## config.mk

```make
export PLATFORM = sky130hd
export DESIGN_NAME = nmea_gga_position_parser
export DESIGN_NICKNAME = d
export VERILOG_FILES = /design/src/rtl/ngp_pkg.sv /design/src/rtl/ngp_char_parser.sv /design/src/rtl/ngp_angle_conv.sv /design/src/rtl/ngp_fix_convert.sv /design/src/rtl/nmea_gga_position_parser.sv
export SDC_FILE = /design/constraint.sdc
export NUM_CORES = 2
export LEC_CHECK = 0
export BUFFER_PORTS_ARGS = -buffer_cell sky130_fd_sc_hd__buf_2
export CAP_MARGIN = 5
export CORE_MARGIN = 5
export CORE_UTILIZATION = 45
export DETAILED_ROUTE_END_ITERATION = 7
export GPL_TIMING_DRIVEN = 0
export HOLD_SLACK_MARGIN = 0.02
export RECOVER_POWER = 100
export REMOVE_ABC_BUFFERS = 1
export SYNTH_ARGS = -nofsm -noshare
export SYNTH_HDL_FRONTEND = slang
export SYNTH_SLANG_ARGS = --single-unit
```

## constraint.sdc

```tcl
create_clock -name clk -period 6.2 [get_ports clk]
set_input_delay 0 -clock clk [delete_from_list [all_inputs] [get_ports clk]]
set_output_delay 0 -clock clk [all_outputs]
set_load 0.05 [all_outputs]
```

## src/rtl/ngp_pkg.sv

```systemverilog
`timescale 1ns / 1ps

package ngp_pkg;

    // Default number of minute fraction digits kept
    localparam int MINUTE_FRACTION_DIGITS_DEFAULT = 5;

    // Result field widths
    localparam int TIME_W    = 19;
    localparam int LAT_W     = 27;
    localparam int LON_W     = 30;
    localparam int HEM_W     = 8;
    localparam int LAT_DEG_W = 7;
    localparam int LON_DEG_W = 10;
    localparam int ANGLE_W   = 30;
    localparam int MICRO     = 1000000;

    // Character codes
    localparam logic [7:0] CHAR_DOLLAR = 8'h24;
    localparam logic [7:0] CHAR_STAR   = 8'h2A;
    localparam logic [7:0] CHAR_COMMA  = 8'h2C;
    localparam logic [7:0] CHAR_POINT  = 8'h2E;
    localparam logic [7:0] CHAR_ZERO   = 8'h30;
    localparam logic [7:0] CHAR_NINE   = 8'h39;

    // Field numbers within a sentence
    localparam logic [2:0] FIELD_HEADER  = 3'd0;
    localparam logic [2:0] FIELD_TIME    = 3'd1;
    localparam logic [2:0] FIELD_LAT     = 3'd2;
    localparam logic [2:0] FIELD_LAT_HEM = 3'd3;
    localparam logic [2:0] FIELD_LON     = 3'd4;
    localparam logic [2:0] FIELD_LON_HEM = 3'd5;
    localparam logic [2:0] FIELD_DONE    = 3'd6;
    localparam logic [2:0] FIELD_MAX     = 3'd7;

    // Character position limits
    localparam logic [2:0] CPOS_MAX       = 3'd7;
    localparam logic [2:0] HEADER_LEN     = 3'd5;
    localparam logic [2:0] TIME_DIGITS    = 3'd6;
    localparam logic [2:0] LAT_DEG_DIGITS = 3'd2;
    localparam logic [2:0] LON_DEG_DIGITS = 3'd3;

    // Fraction digit count marking a finished minute number
    localparam logic [2:0] FRAC_DONE = 3'd7;

    // Sentence fields that do not depend on the fraction digit count
    typedef struct packed {
        logic [TIME_W-1:0]    time_seconds;
        logic [LAT_DEG_W-1:0] lat_deg;
        logic [HEM_W-1:0]     lat_hem;
        logic [LON_DEG_W-1:0] lon_deg;
        logic [HEM_W-1:0]     lon_hem;
    } fix_fields_t;

    // Stage enables of the conversion pipeline
    typedef struct packed {
        logic a;
        logic b;
        logic o;
    } pipe_en_t;

    // Power of ten, elaboration use only
    function automatic longint unsigned pow10(input int n);
        longint unsigned v;
        v = 1;
        for (int k = 0; k < n && k < 12; k++)
        begin
            v = v * 10;
        end
        return v;
    endfunction

    // Width of the minute accumulator
    function automatic int minute_w(input int fd);
        return $clog2(100 * pow10(fd));
    endfunction

    // Expected header character by position
    function automatic logic [7:0] header_char(input logic [2:0] pos);
        logic [7:0] ch;
        case (pos)
            3'd0:    ch = 8'h47;
            3'd1:    ch = 8'h50;
            3'd2:    ch = 8'h47;
            3'd3:    ch = 8'h47;
            3'd4:    ch = 8'h41;
            default: ch = 8'h00;
        endcase
        return ch;
    endfunction

    // Weight of a time digit by position (hh mm ss)
    function automatic logic [15:0] time_weight(input logic [2:0] pos);
        logic [15:0] w;
        case (pos)
            3'd0:    w = 16'd36000;
            3'd1:    w = 16'd3600;
            3'd2:    w = 16'd600;
            3'd3:    w = 16'd60;
            3'd4:    w = 16'd10;
            3'd5:    w = 16'd1;
            default: w = 16'd0;
        endcase
        return w;
    endfunction

    // Weight of a longitude degree digit by position
    function automatic logic [6:0] lon_deg_weight(input logic [2:0] pos);
        logic [6:0] w;
        case (pos)
            3'd0:    w = 7'd100;
            3'd1:    w = 7'd10;
            3'd2:    w = 7'd1;
            default: w = 7'd0;
        endcase
        return w;
    endfunction

endpackage

```

## src/rtl/ngp_char_parser.sv

```systemverilog
`timescale 1ns / 1ps

module ngp_char_parser #(
    parameter int MINUTE_FRACTION_DIGITS = ngp_pkg::MINUTE_FRACTION_DIGITS_DEFAULT
) (
    input  logic                      clk,
    input  logic                      rst_n,
    input  logic                      rx_valid,
    output logic                      rx_ready,
    input  logic [7:0]                rx_byte,
    output logic                      fix_valid,
    input  logic                      fix_ready,
    output ngp_pkg::fix_fields_t      fix,
    output logic [ngp_pkg::minute_w(MINUTE_FRACTION_DIGITS)-1:0] lat_minutes,
    output logic [ngp_pkg::minute_w(MINUTE_FRACTION_DIGITS)-1:0] lon_minutes
);

    localparam int FD = MINUTE_FRACTION_DIGITS;
    localparam int MW = ngp_pkg::minute_w(FD);
    localparam int VW = MW + 4;
    localparam logic [MW-1:0] MAXV  = MW'(100 * ngp_pkg::pow10(FD) - 1);
    localparam logic [VW-1:0] SCALE = VW'(ngp_pkg::pow10(FD));

    // Sentence state
    logic                           in_sentence_reg, in_sentence_next;
    logic [2:0]                     field_reg, field_next;
    logic [2:0]                     cpos_reg, cpos_next;
    logic                           header_ok_reg, header_ok_next;
    logic [ngp_pkg::TIME_W-1:0]     time_reg, time_next;
    logic [ngp_pkg::LON_DEG_W-1:0]  deg_reg, deg_next;
    logic [MW-1:0]                  min_reg, min_next;
    logic [2:0]                     fds_reg, fds_next;
    logic                           point_reg, point_next;
    logic [ngp_pkg::LAT_DEG_W-1:0]  lat_deg_reg, lat_deg_next;
    logic [MW-1:0]                  lat_min_reg, lat_min_next;
    logic [ngp_pkg::HEM_W-1:0]      lat_hem_reg, lat_hem_next;
    logic [ngp_pkg::HEM_W-1:0]      lon_hem_reg, lon_hem_next;

    // Result register
    logic                           fix_valid_reg, fix_valid_next;
    ngp_pkg::fix_fields_t           fix_reg;
    logic [MW-1:0]                  lat_min_out_reg;
    logic [MW-1:0]                  lon_min_out_reg;

    logic                           accept;
    logic                           emit;
    logic                           is_digit;
    logic [3:0]                     digit;
    logic [MW-1:0]                  frac_weight [8];

    // Minute digit unit outputs
    logic [MW-1:0]                  mc_min;
    logic [2:0]                     mc_fds;
    logic                           mc_point;
    logic [VW-1:0]                  mc_wide;
    logic                           mc_upd;

    assign rx_ready = !fix_valid_reg || fix_ready;
    assign accept   = rx_valid && rx_ready;
    assign is_digit = rx_byte inside {[ngp_pkg::CHAR_ZERO:ngp_pkg::CHAR_NINE]};
    assign digit    = is_digit ? rx_byte[3:0] : 4'd0;

    // Weight of each fraction digit, zero past the kept digits
    for (genvar g = 0; g < 8; g++)
    begin : g_frac_w
        if (g < FD)
        begin : g_used
            assign frac_weight[g] = MW'(ngp_pkg::pow10(FD - 1 - g));
        end
        else
        begin : g_unused
            assign frac_weight[g] = '0;
        end
    end

    // Minute digit unit: shift in integer digits, add weighted fraction digits
    always_comb
    begin
        mc_min   = min_reg;
        mc_fds   = fds_reg;
        mc_point = point_reg;
        mc_wide  = '0;
        mc_upd   = 1'b0;
        if (is_digit)
        begin
            if (!point_reg)
            begin
                mc_wide = VW'(min_reg) * VW'(10) + VW'(digit) * SCALE;
                mc_upd  = 1'b1;
            end
            else if (fds_reg < 3'(FD))
            begin
                mc_wide = VW'(min_reg) + VW'(digit) * VW'(frac_weight[fds_reg]);
                mc_fds  = fds_reg + 3'd1;
                mc_upd  = 1'b1;
            end
            if (mc_upd)
            begin
                mc_min = (mc_wide > VW'(MAXV)) ? MAXV : mc_wide[MW-1:0];
            end
        end
        else if (rx_byte == ngp_pkg::CHAR_POINT && !point_reg)
        begin
            mc_point = 1'b1;
        end
        else
        begin
            mc_point = 1'b1;
            mc_fds   = ngp_pkg::FRAC_DONE;
        end
    end

    // Per-character state update
    always_comb
    begin
        in_sentence_next = in_sentence_reg;
        field_next       = field_reg;
        cpos_next        = cpos_reg;
        header_ok_next   = header_ok_reg;
        time_next        = time_reg;
        deg_next         = deg_reg;
        min_next         = min_reg;
        fds_next         = fds_reg;
        point_next       = point_reg;
        lat_deg_next     = lat_deg_reg;
        lat_min_next     = lat_min_reg;
        lat_hem_next     = lat_hem_reg;
        lon_hem_next     = lon_hem_reg;
        emit             = 1'b0;

        if (accept)
        begin
            if (rx_byte == ngp_pkg::CHAR_DOLLAR)
            begin
                in_sentence_next = 1'b1;
                field_next       = ngp_pkg::FIELD_HEADER;
                cpos_next        = '0;
                header_ok_next   = 1'b1;
                time_next        = '0;
                deg_next         = '0;
                min_next         = '0;
                fds_next         = '0;
                point_next       = 1'b0;
                lat_deg_next     = '0;
                lat_min_next     = '0;
                lat_hem_next     = '0;
                lon_hem_next     = '0;
            end
            else if (in_sentence_reg)
            begin
                if (rx_byte == ngp_pkg::CHAR_STAR)
                begin
                    in_sentence_next = 1'b0;
                    emit = header_ok_reg && (field_reg >= ngp_pkg::FIELD_DONE);
                end
                else if (rx_byte == ngp_pkg::CHAR_COMMA)
                begin
                    if (field_reg == ngp_pkg::FIELD_HEADER && cpos_reg != ngp_pkg::HEADER_LEN)
                    begin
                        header_ok_next = 1'b0;
                    end
                    // latitude is held raw, converted at the end of the sentence
                    if (field_reg == ngp_pkg::FIELD_LAT)
                    begin
                        lat_deg_next = deg_reg[ngp_pkg::LAT_DEG_W-1:0];
                        lat_min_next = min_reg;
                        deg_next     = '0;
                        min_next     = '0;
                        fds_next     = '0;
                        point_next   = 1'b0;
                    end
                    if (field_reg != ngp_pkg::FIELD_MAX)
                    begin
                        field_next = field_reg + 3'd1;
                    end
                    cpos_next = '0;
                end
                else
                begin
                    case (field_reg)
                        ngp_pkg::FIELD_HEADER:
                        begin
                            if (cpos_reg >= ngp_pkg::HEADER_LEN ||
                                rx_byte != ngp_pkg::header_char(cpos_reg))
                            begin
                                header_ok_next = 1'b0;
                            end
                        end
                        ngp_pkg::FIELD_TIME:
                        begin
                            if (cpos_reg < ngp_pkg::TIME_DIGITS)
                            begin
                                time_next = time_reg + ngp_pkg::TIME_W'(digit) *
                                    ngp_pkg::TIME_W'(ngp_pkg::time_weight(cpos_reg));
                            end
                        end
                        ngp_pkg::FIELD_LAT:
                        begin
                            if (cpos_reg < ngp_pkg::LAT_DEG_DIGITS)
                            begin
                                deg_next = deg_reg + ngp_pkg::LON_DEG_W'(digit) *
                                    ((cpos_reg == 3'd0) ? ngp_pkg::LON_DEG_W'(10)
                                                        : ngp_pkg::LON_DEG_W'(1));
                            end
                            else
                            begin
                                min_next   = mc_min;
                                fds_next   = mc_fds;
                                point_next = mc_point;
                            end
                        end
                        ngp_pkg::FIELD_LAT_HEM:
                        begin
                            if (cpos_reg == 3'd0)
                            begin
                                lat_hem_next = rx_byte;
                            end
                        end
                        ngp_pkg::FIELD_LON:
                        begin
                            if (cpos_reg < ngp_pkg::LON_DEG_DIGITS)
                            begin
                                deg_next = deg_reg + ngp_pkg::LON_DEG_W'(digit) *
                                    ngp_pkg::LON_DEG_W'(ngp_pkg::lon_deg_weight(cpos_reg));
                            end
                            else
                            begin
                                min_next   = mc_min;
                                fds_next   = mc_fds;
                                point_next = mc_point;
                            end
                        end
                        ngp_pkg::FIELD_LON_HEM:
                        begin
                            if (cpos_reg == 3'd0)
                            begin
                                lon_hem_next = rx_byte;
                            end
                        end
                        default:
                        begin
                        end
                    endcase
                    if (cpos_reg != ngp_pkg::CPOS_MAX)
                    begin
                        cpos_next = cpos_reg + 3'd1;
                    end
                end
            end
        end
    end

    // Result handshake
    always_comb
    begin
        fix_valid_next = fix_valid_reg;
        if (rx_ready)
        begin
            fix_valid_next = accept && emit;
        end
    end

    // State registers
    always_ff @(posedge clk or negedge rst_n)
    begin
        if (!rst_n)
        begin
            in_sentence_reg <= 1'b0;
            field_reg       <= ngp_pkg::FIELD_HEADER;
            cpos_reg        <= '0;
            header_ok_reg   <= 1'b1;
            time_reg        <= '0;
            deg_reg         <= '0;
            min_reg         <= '0;
            fds_reg         <= '0;
            point_reg       <= 1'b0;
            lat_deg_reg     <= '0;
            lat_min_reg     <= '0;
            lat_hem_reg     <= '0;
            lon_hem_reg     <= '0;
            fix_valid_reg   <= 1'b0;
        end
        else
        begin
            in_sentence_reg <= in_sentence_next;
            field_reg       <= field_next;
            cpos_reg        <= cpos_next;
            header_ok_reg   <= header_ok_next;
            time_reg        <= time_next;
            deg_reg         <= deg_next;
            min_reg         <= min_next;
            fds_reg         <= fds_next;
            point_reg       <= point_next;
            lat_deg_reg     <= lat_deg_next;
            lat_min_reg     <= lat_min_next;
            lat_hem_reg     <= lat_hem_next;
            lon_hem_reg     <= lon_hem_next;
            fix_valid_reg   <= fix_valid_next;
        end
    end

    // Result payload, captured at the closing star
    always_ff @(posedge clk)
    begin
        if (accept && emit)
        begin
            fix_reg.time_seconds <= time_reg;
            fix_reg.lat_deg      <= lat_deg_reg;
            fix_reg.lat_hem      <= lat_hem_reg;
            fix_reg.lon_deg      <= deg_reg;
            fix_reg.lon_hem      <= lon_hem_reg;
            lat_min_out_reg      <= lat_min_reg;
            lon_min_out_reg      <= min_reg;
        end
    end

    assign fix_valid   = fix_valid_reg;
    assign fix         = fix_reg;
    assign lat_minutes = lat_min_out_reg;
    assign lon_minutes = lon_min_out_reg;

endmodule

```

## src/rtl/ngp_angle_conv.sv

```systemverilog
`timescale 1ns / 1ps

// Degrees and minutes to micro-degrees over three register stages.
// Minutes/60 scaled to 1e-6 is reduced to x*NUM/DEN, and the constant
// division is a multiplication by a rounded-up reciprocal and a shift.
module ngp_angle_conv #(
    parameter int MINUTE_FRACTION_DIGITS = ngp_pkg::MINUTE_FRACTION_DIGITS_DEFAULT,
    parameter int DEG_W                  = ngp_pkg::LON_DEG_W
) (
    input  logic                                                  clk,
    input  ngp_pkg::pipe_en_t                                     en,
    input  logic [DEG_W-1:0]                                      deg,
    input  logic [ngp_pkg::minute_w(MINUTE_FRACTION_DIGITS)-1:0]  minutes,
    output logic [ngp_pkg::ANGLE_W-1:0]                           angle
);

    localparam int FD  = MINUTE_FRACTION_DIGITS;
    localparam int MW  = ngp_pkg::minute_w(FD);
    localparam longint unsigned NUM =
        (FD >= 5) ? 1 : 5 * ngp_pkg::pow10((FD >= 5) ? 0 : 4 - FD);
    localparam longint unsigned DEN =
        (FD >= 5) ? 6 * ngp_pkg::pow10((FD >= 5) ? FD - 5 : 0) : 3;
    localparam int XW  = $clog2(100 * ngp_pkg::pow10(FD) * NUM);
    localparam int SH  = XW + $clog2(DEN);
    localparam longint unsigned RECIP = ((64'd1 << SH) + DEN - 1) / DEN;
    localparam int RW  = $clog2(RECIP + 1);
    localparam int PW  = XW + RW;
    localparam int AW  = ngp_pkg::ANGLE_W;

    logic [XW-1:0] x_reg, x_next;
    logic [AW-1:0] degp_a_reg, degp_a_next;
    logic [PW-1:0] prod_reg, prod_next;
    logic [AW-1:0] degp_b_reg;
    logic [AW-1:0] angle_reg, angle_next;

    // Stage a: scale minutes, degrees to micro-degrees
    assign x_next      = XW'(minutes) * XW'(NUM);
    assign degp_a_next = AW'(deg) * AW'(ngp_pkg::MICRO);

    // Stage b: reciprocal multiply
    assign prod_next = PW'(x_reg) * PW'(RECIP);

    // Stage o: quotient plus degree part
    assign angle_next = degp_b_reg + AW'(prod_reg >> SH);

    always_ff @(posedge clk)
    begin
        if (en.a)
        begin
            x_reg      <= x_next;
            degp_a_reg <= degp_a_next;
        end
        if (en.b)
        begin
            prod_reg   <= prod_next;
            degp_b_reg <= degp_a_reg;
        end
        if (en.o)
        begin
            angle_reg <= angle_next;
        end
    end

    assign angle = angle_reg;

endmodule

```

## src/rtl/ngp_fix_convert.sv

```systemverilog
`timescale 1ns / 1ps

module ngp_fix_convert #(
    parameter int MINUTE_FRACTION_DIGITS = ngp_pkg::MINUTE_FRACTION_DIGITS_DEFAULT
) (
    input  logic                                                  clk,
    input  logic                                                  rst_n,
    input  logic                                                  in_valid,
    output logic                                                  in_ready,
    input  ngp_pkg::fix_fields_t                                  fix,
    input  logic [ngp_pkg::minute_w(MINUTE_FRACTION_DIGITS)-1:0]  lat_minutes,
    input  logic [ngp_pkg::minute_w(MINUTE_FRACTION_DIGITS)-1:0]  lon_minutes,
    output logic                                                  out_valid,
    input  logic                                                  out_ready,
    output logic [ngp_pkg::TIME_W-1:0]                            fix_time_seconds,
    output logic [ngp_pkg::LAT_W-1:0]                             lat_microdeg,
    output logic [ngp_pkg::HEM_W-1:0]                             lat_hemisphere,
    output logic [ngp_pkg::LON_W-1:0]                             lon_microdeg,
    output logic [ngp_pkg::HEM_W-1:0]                             lon_hemisphere
);

    logic                       a_valid_reg, a_valid_next;
    logic                       b_valid_reg, b_valid_next;
    logic                       o_valid_reg, o_valid_next;
    ngp_pkg::fix_fields_t       fix_a_reg;
    ngp_pkg::fix_fields_t       fix_b_reg;
    ngp_pkg::fix_fields_t       fix_o_reg;
    ngp_pkg::pipe_en_t          en;
    logic [ngp_pkg::ANGLE_W-1:0] lat_angle;
    logic [ngp_pkg::ANGLE_W-1:0] lon_angle;

    // Each stage loads when it is empty or its contents move on
    always_comb
    begin
        en.o = !o_valid_reg || out_ready;
        en.b = !b_valid_reg || en.o;
        en.a = !a_valid_reg || en.b;
        a_valid_next = en.a ? in_valid    : a_valid_reg;
        b_valid_next = en.b ? a_valid_reg : b_valid_reg;
        o_valid_next = en.o ? b_valid_reg : o_valid_reg;
    end

    assign in_ready = en.a;

    always_ff @(posedge clk or negedge rst_n)
    begin
        if (!rst_n)
        begin
            a_valid_reg <= 1'b0;
            b_valid_reg <= 1'b0;
            o_valid_reg <= 1'b0;
        end
        else
        begin
            a_valid_reg <= a_valid_next;
            b_valid_reg <= b_valid_next;
            o_valid_reg <= o_valid_next;
        end
    end

    // Time and hemispheres ride alongside the angle stages
    always_ff @(posedge clk)
    begin
        if (en.a)
        begin
            fix_a_reg <= fix;
        end
        if (en.b)
        begin
            fix_b_reg <= fix_a_reg;
        end
        if (en.o)
        begin
            fix_o_reg <= fix_b_reg;
        end
    end

    ngp_angle_conv #(
        .MINUTE_FRACTION_DIGITS (MINUTE_FRACTION_DIGITS),
        .DEG_W                  (ngp_pkg::LAT_DEG_W)
    ) u_lat_conv (
        .clk     (clk),
        .en      (en),
        .deg     (fix.lat_deg),
        .minutes (lat_minutes),
        .angle   (lat_angle)
    );

    ngp_angle_conv #(
        .MINUTE_FRACTION_DIGITS (MINUTE_FRACTION_DIGITS),
        .DEG_W                  (ngp_pkg::LON_DEG_W)
    ) u_lon_conv (
        .clk     (clk),
        .en      (en),
        .deg     (fix.lon_deg),
        .minutes (lon_minutes),
        .angle   (lon_angle)
    );

    assign out_valid        = o_valid_reg;
    assign fix_time_seconds = fix_o_reg.time_seconds;
    assign lat_hemisphere   = fix_o_reg.lat_hem;
    assign lon_hemisphere   = fix_o_reg.lon_hem;
    assign lat_microdeg     = lat_angle[ngp_pkg::LAT_W-1:0];
    assign lon_microdeg     = lon_angle[ngp_pkg::LON_W-1:0];

endmodule

```

## src/rtl/nmea_gga_position_parser.sv

```systemverilog
`timescale 1ns / 1ps

// GGA position parser: takes one received character per transaction and
// accepts a new one every clock cycle while the parser's result register is
// empty or being taken. A '$' opens a sentence; at the '*' of a sentence
// with header GPGGA and all six fields present, one result with the fix
// time in seconds, both angles in micro-degrees and the two hemisphere
// characters is issued. The character parser updates its state for each
// accepted character; the result then passes the parser's output register
// and a three-stage conversion pipeline (constant multiply, reciprocal
// multiply for the minute division, final add) before it reaches the output.
// Every stage has its own valid bit, so characters keep flowing while a
// result waits to be taken.
module nmea_gga_position_parser #(
    parameter int MINUTE_FRACTION_DIGITS = ngp_pkg::MINUTE_FRACTION_DIGITS_DEFAULT
) (
    input  logic                       clk,
    input  logic                       rst_n,
    input  logic                       rx_valid,
    output logic                       rx_ready,
    input  logic [7:0]                 rx_byte,
    output logic                       fix_valid,
    input  logic                       fix_ready,
    output logic [ngp_pkg::TIME_W-1:0] fix_time_seconds,
    output logic [ngp_pkg::LAT_W-1:0]  lat_microdeg,
    output logic [ngp_pkg::HEM_W-1:0]  lat_hemisphere,
    output logic [ngp_pkg::LON_W-1:0]  lon_microdeg,
    output logic [ngp_pkg::HEM_W-1:0]  lon_hemisphere
);

    localparam int MW = ngp_pkg::minute_w(MINUTE_FRACTION_DIGITS);

    logic                  raw_valid;
    logic                  raw_ready;
    ngp_pkg::fix_fields_t  raw_fix;
    logic [MW-1:0]         raw_lat_minutes;
    logic [MW-1:0]         raw_lon_minutes;

    // Character parser
    ngp_char_parser #(
        .MINUTE_FRACTION_DIGITS (MINUTE_FRACTION_DIGITS)
    ) u_parser (
        .clk         (clk),
        .rst_n       (rst_n),
        .rx_valid    (rx_valid),
        .rx_ready    (rx_ready),
        .rx_byte     (rx_byte),
        .fix_valid   (raw_valid),
        .fix_ready   (raw_ready),
        .fix         (raw_fix),
        .lat_minutes (raw_lat_minutes),
        .lon_minutes (raw_lon_minutes)
    );

    // Angle conversion pipeline and result register
    ngp_fix_convert #(
        .MINUTE_FRACTION_DIGITS (MINUTE_FRACTION_DIGITS)
    ) u_convert (
        .clk              (clk),
        .rst_n            (rst_n),
        .in_valid         (raw_valid),
        .in_ready         (raw_ready),
        .fix              (raw_fix),
        .lat_minutes      (raw_lat_minutes),
        .lon_minutes      (raw_lon_minutes),
        .out_valid        (fix_valid),
        .out_ready        (fix_ready),
        .fix_time_seconds (fix_time_seconds),
        .lat_microdeg     (lat_microdeg),
        .lat_hemisphere   (lat_hemisphere),
        .lon_microdeg     (lon_microdeg),
        .lon_hemisphere   (lon_hemisphere)
    );

endmodule
```

## Word-level counts from Yosys, hierarchy flattened

Memories as Yosys holds them, arrays and structs flattened.
Index checks and enable logic that the tools add are counted.

| storage, ports and cells | value |
|---|---|
| memories kept | 1 |
| output and inout port bits | 94 |
| word-level logic and storage cells | 266 |
| memory bits (read-only) | 192 |
| input bits | 12 |
| bits in registers | 612 |

Memories:

| name | words | bits a word | read ports | clocked after memory_dff | write ports | line | text |
|---|---|---|---|---|---|---|---|
| (name not given) | 8 | 24 | 1 | 0 | 0 | ngp_char_parser.sv:93 | `mc_wide = VW'(min_reg) + VW'(digit) * VW'(frac_weight[fds_reg]);` |

| operators by class | value |
|---|---|
| eq/ne operators | 26 |
| bitwise gates (word level) | 1 |
| multiply operators | 10 |
| magnitude comparators | 10 |
| reduce and logical (&&, ||, !) cells | 41 |
| multiplexer cells | 124 |
| $add $sub $neg | 10 |

Operators by type and width:

| kind | number |
|---|---|
| 24-bit two-way mux | 17 |
| 8-bit two-way mux | 17 |
| 19-bit two-way mux | 6 |
| 16-bit two-way mux | 7 |
| 24-bit by 24-bit multiplier with 48-bit output, second input constant | 2 |
| 16-bit case mux with 6 select lines | 1 |
| 28-bit two-way mux | 3 |
| 7-bit two-way mux | 12 |
| 10-bit two-way mux | 7 |
| 3-bit two-way mux | 21 |
| 24-bit case mux with 2 select lines | 1 |
| 7-bit case mux with 3 select lines | 2 |
| 8-bit by 6-bit == test with 1-bit output, second input constant | 4 |
| 30-bit by 22-bit adder with 30-bit output | 1 |
| 24-bit by 28-bit adder with 28-bit output | 1 |
| 28-bit by 21-bit adder with 28-bit output | 1 |
| 28-bit by 24-bit > comparator with 1-bit output, second input constant | 1 |
| 4-bit by 24-bit multiplier with 28-bit output | 1 |
| 27-bit by 22-bit adder with 27-bit output | 1 |
| 24-bit by 3-bit multiplier with 27-bit output, second input constant | 1 |
| 1-bit two-way mux | 25 |
| 10-bit by 14-bit multiplier with 24-bit output, second input constant | 1 |
| 6-bit AND reduction | 4 |
| 7-bit by 14-bit multiplier with 21-bit output, second input constant | 1 |
| other kinds (37) | 84 |

## Logic depth before layout (Yosys ltp)

| depth | value |
|---|---|
| depth in word-level cells | 19 |
| gate-level depth with buffers | 29 |
| depth with buffers taken out | 27 |

## Hierarchy

A second synthesis with hierarchy kept.

| second synthesis, totals | value |
|---|---|
| cells, all modules | 4901 |
| area, all modules | 53294.9 um2 |

Modules (own cells, without submodules):

| module | instances | area each (um2) | cells an instance |
|---|---|---|---|
| ngp_angle_conv (u_convert.u_lon_conv) | 1 | 17033.8 | 1537 |
| ngp_char_parser | 1 | 16529.6 | 1719 |
| ngp_angle_conv (u_convert.u_lat_conv) | 1 | 16452.0 | 1530 |
| ngp_fix_convert | 1 | 3279.4 | 115 |

## Worst setup path after synthesis

No wires, ideal clock.

| path | value |
|---|---|
| kind | register -> register |
| start | register u_convert.u_lat_conv.x_reg[1] |
| end | register u_convert.u_lat_conv.prod_reg[48] (data pin) |
| period minus slack after synthesis | 6.645 ns |
| library setup time | 0.260 ns |
| cell stages (with the launch flop) | 26 |
| setup slack | -0.445 ns |
| arrival time | 6.385 ns |
| path buffers | 0 |
| cells stage by stage | edfxtp_1 > ha_1 > inv_1 > fa_1 > inv_1 > fa_1 > inv_1 > fa_1 > inv_1 > fa_1 > inv_1 > fa_1 > inv_1 > fa_1 > ha_1 > nand4_1 > nor2_1 > a31oi_1 > o211ai_1 > o311ai_0 > a31oi_1 > nor2_1 > o311ai_0 > or3_1 > a31oi_1 > xnor2_1 |

| between the ends | value |
|---|---|
| longest elaborated chain between the ends | 1 |

RTL lines:

| what | line | text |
|---|---|---|
| from (decl) | ngp_angle_conv.sv:30 | `logic [XW-1:0] x_reg, x_next;` |
| from (signal assigned) | ngp_angle_conv.sv:50 | `x_reg <= x_next;` |
| 24-bit by 24-bit multiplier with 48-bit output | ngp_angle_conv.sv:41 | `assign prod_next = PW'(x_reg) * PW'(RECIP);` |
| net u_convert.u_lat_conv.prod_next[48] | ngp_angle_conv.sv:32 | `logic [PW-1:0] prod_reg, prod_next;` |
| to (signal assigned) | ngp_angle_conv.sv:55 | `prod_reg <= prod_next;` |
| to (decl) | ngp_angle_conv.sv:32 |  |

The timed path passes the listed nets, and every way through them passes these cells.
A chain may end at the register's enable or synchronous reset.

## Worst setup path after layout

| path | value |
|---|---|
| start | register u_convert.u_lat_conv.x_reg[17] |
| end | register u_convert.u_lat_conv.prod_reg[42] (data pin) |

Same word-level chain as after synthesis.

==> run summary <==
status - complete, but fails checks
failing checks - capacitance limit, slew limit, setup timing
Area contributors post-synth - edfxtp_1 26%, fa_1 22%, ha_1 21%
Final period util - 1.10
Worst-Margin Slew - 4240 ps
DR vias/cell - 5.10
reg2reg end - u_convert.u_lat_conv.prod_reg[42]
CP max FO - 4
Post-Layout Cell Count - 6,422
unique cell type count in the Yosys netlist - 86
pin count of the biggest net entering global routing - 72
Total Wirelength - 116,000 um
syn avg cell area - 11.3 um^2
crit path launch type - flip-flop
die height - 347 um
via count - 32,700
r2r setup slk - -600 ps
WL met1 - 53,300 um
antenna-violating nets left - 0
Crit Path Class - flip-flop to flip-flop
cells after synthesis - 4,542
Total GRT Usage - 0.194
Critical R2R Launch - u_convert.u_lat_conv.x_reg[17]
Leak - 28.6 nW
DRT Pass-1 Iters - 5
CTS tree - done
initial antenna violation count - 2
max reg flops - 52
Storage cell area - 0.0162 mm^2
crit path to - u_convert.u_lat_conv.prod_reg[42]
initial core utilization - 0.454
R2R cell count - 24
max-cap violations - 13
Slew Limit Fails - 601
gr ovfl total - 0
EDFF count, synth - 444
area post-placement - 0.0537 mm^2
met3 WL - 5530 um
register area share after synthesis - 0.317
RSZ-0062 raised after global routing - true
Peak Freq - 147 MHz
sum of negative setup slack - -16,370 ps
placed insts - 6,108
highest metal used - met4
relative slew slack - -1.82
vias in the first global route - 34,300
routed len/inst - 18.0 um
Routability Congestion - 0.916
Async SR Flop Fraction - 0.207
Worst Setup End Kind - flip-flop
synth warn - 0
first-pass GRT wire length - 187,000 um
post-layout instance area - 0.0587 mm^2
crit path DAT - 7170 ps
final hold slack - 76.9 ps
Yosys top cell area share - 0.260
Power Total - 9.67 mW
Syn-to-layout area delta - 14.5%
Final Worst Setup Slack - -605 ps
pre-CTS WS - -2690 ps
Nets - 6,286
Post-Syn Area - 0.0512 mm^2
Hold Vio Cnt, Final - 0
filler cell count - 9,875
Die ar. - 0.121 mm^2
Std-Cell Core Area - 0.113 mm^2
CTS Buf Count - 67
Skew-Pair Late Insertion Delay - 660 ps
crit path from - u_convert.u_lat_conv.x_reg[17]
DR iter-0 viols - 1,495
number of port buffers - 105
ys flop type - edfxtp_1
Final min period - 6800 ps
Clock Sinks - 560
clock tree buffer depth - 3
share of cells above drive strength 1 - 0.110
clock skew - 58.1 ps
row cnt - 123
Synth Register Bits - 560
Max IR drop VDD - 0.000209 V
Max H-tree Level - 3
Worst Path Required - 6570 ps
met2 routed wirelength - 54,100 um
cell taking the most area after synthesis - edfxtp_1
Final Core Density - 0.520
Die Span X - 347 um
Multi-input gate area - 0.0322 mm^2
DP HPWL - 89,200 um
Ports - 106
pwr/cell area - 165 mW/mm^2
# DRC - 0
Worst Hold Class - input port to flip-flop
clock slew at reported path FFs - 60 ps
# setup viols final - 58
clk root buf - clkbuf_16
## how the worst min path moves through the flow
| stage | startpoint | slack (ps) | cells past startpoint | to |
|---|---|---|---|---|
| 4_1_cts | rx_byte[5] | 20 | 4 | u_parser.deg_reg[3] |
| 2_1_floorplan | rst_n | -300 | 0 | u_convert.a_valid_reg |
| 3_3_place_gp | rx_valid | 350 | 3 | u_parser.in_sentence_reg |
| 3_5_place_dp | rst_n | -10 | 1 | u_parser.time_reg[14] |
| 6_report | rx_byte[5] | 80 | 4 | u_parser.deg_reg[1] |
| 5_1_grt | rx_byte[5] | 70 | 4 | u_parser.deg_reg[1] |
## Yosys cell counts, types with 6 or more instances
cell type / n
dfrtp_1: 115
nor2b_1: 35
edfxtp_1: 444
nor2_1: 175
nand2b_1: 29
o22ai_1: 6
or3_1: 12
and2_1: 12
o31ai_2: 7
o21ai_0: 161
a221oi_1: 6
ha_1: 846
fa_1: 562
a211oi_1: 29
nand3_1: 46
a21boi_0: 10
a21o_1: 69
o21a_1: 26
nor3_1: 44
o221ai_1: 6
o41ai_1: 7
and4_1: 7
clkbuf_1: 45
and3_1: 18
a21oi_1: 147
xor2_1: 60
mux2_2: 10
or2_2: 13
nand4_1: 22
a31oi_1: 23
o31ai_1: 30
nand2_1: 224
o21ai_1: 10
o21bai_1: 11
inv_1: 1020
o211ai_1: 10
a41oi_1: 9
xnor2_1: 128
mux2i_1: 11
## cells in the final DEF, fill, tap and decap left out, types with 12 or more instances in the layout
cell / Yosys / routed
nand2_1: 224 / 219
xor2_1: 60 / 58
dfrtp_1: 115 / 112
nor3_1: 44 / 38
fa_1: 562 / 546
a21o_1: 69 / 68
ha_4: 0 / 33
or2_2: 13 / 12
dlygate4sd3_1: 0 / 21
nor2b_1: 35 / 30
inv_2: 4 / 31
o21ai_1: 10 / 14
buf_4: 0 / 127
a31oi_1: 23 / 19
o31ai_1: 30 / 30
a211oi_1: 29 / 21
inv_1: 1020 / 987
nand2b_1: 29 / 28
clkbuf_16: 0 / 67
o21ai_0: 161 / 153
o21a_1: 26 / 25
fa_2: 0 / 16
buf_6: 1 / 36
and3_1: 18 / 18
a21oi_1: 147 / 137
nand3_1: 46 / 44
nor2_1: 175 / 152
and2_1: 12 / 12
nand4_1: 22 / 22
edfxtp_1: 444 / 444
ha_1: 846 / 808
clkbuf_1: 45 / 117
xnor2_1: 128 / 120
nor2_4: 0 / 12
## worst max-delay path, stage by stage (launching register included)
cell	delay (ps)
edfxtp_1	490
buf_6	170
buf_4	140
ha_4	290
inv_4	50
fa_2	590
fa_2	460
fa_2	550
fa_2	430
fa_2	540
inv_2	40
fa_2	540
ha_4	210
o21ai_0	190
nor2_1	80
nor3_2	130
nor2_2	120
o311ai_4	340
a31oi_4	170
buf_6	160
o311ai_4	290
a21boi_2	110
o21a_1	220
nor2_2	110
xnor2_1	90
## cell families after synthesis
| kind of cell | synth area share |
|---|---|
| adder cells (fa/ha/maj) | 0.426 |
| buffers and inverters | 0.0791 |
| AND/OR/NAND/NOR | 0.0589 |
| AO/OA/AOI/OAI | 0.0818 |
| flip-flops | 0.317 |
| XOR/XNOR | 0.0321 |
| multiplexers | 0.00479 |
| other | 0.000147 |
## power breakdown
group,internal [mW],switching [mW]
sequential,4.16,0.189
combinational,0.421,0.741
clock,2.49,1.67
total,7.07,2.60
## layout make-up
cell class | count | area share
Clock buffer | 87 | 0.0307
Timing Repair Buffer | 304 | 0.0362
Sequential cell | 560 | 0.277
Clock inverter | 36 | 0.0100
Multi-Input combinational cell | 2906 | 0.548
Antenna cell | 2 | 0.0000853
Tap cell | 1500 | 0.0320
Inverter | 1027 | 0.0663
## what timing repair did
action / CTS / global route
buffers inserted: 122 / 47
hold buffers: 23 / 0
pin swaps: 90 / 93
setup endpoints to repair: 72 / 69
hold endpoints to repair: 158 / 0
gates resized for setup: 175 / 136
## routing by layer
| metal | vias to the layer above | global-route usage |
|---|---|---|
| met2 | 582 | 0.319 |
| li1 | 15800 | - |
| met4 | 0 | 0.0455 |
| met1 | 16200 | 0.271 |
| met3 | 186 | 0.0329 |
| met5 | - | 0 |
(Power assumes the default switching activity.)
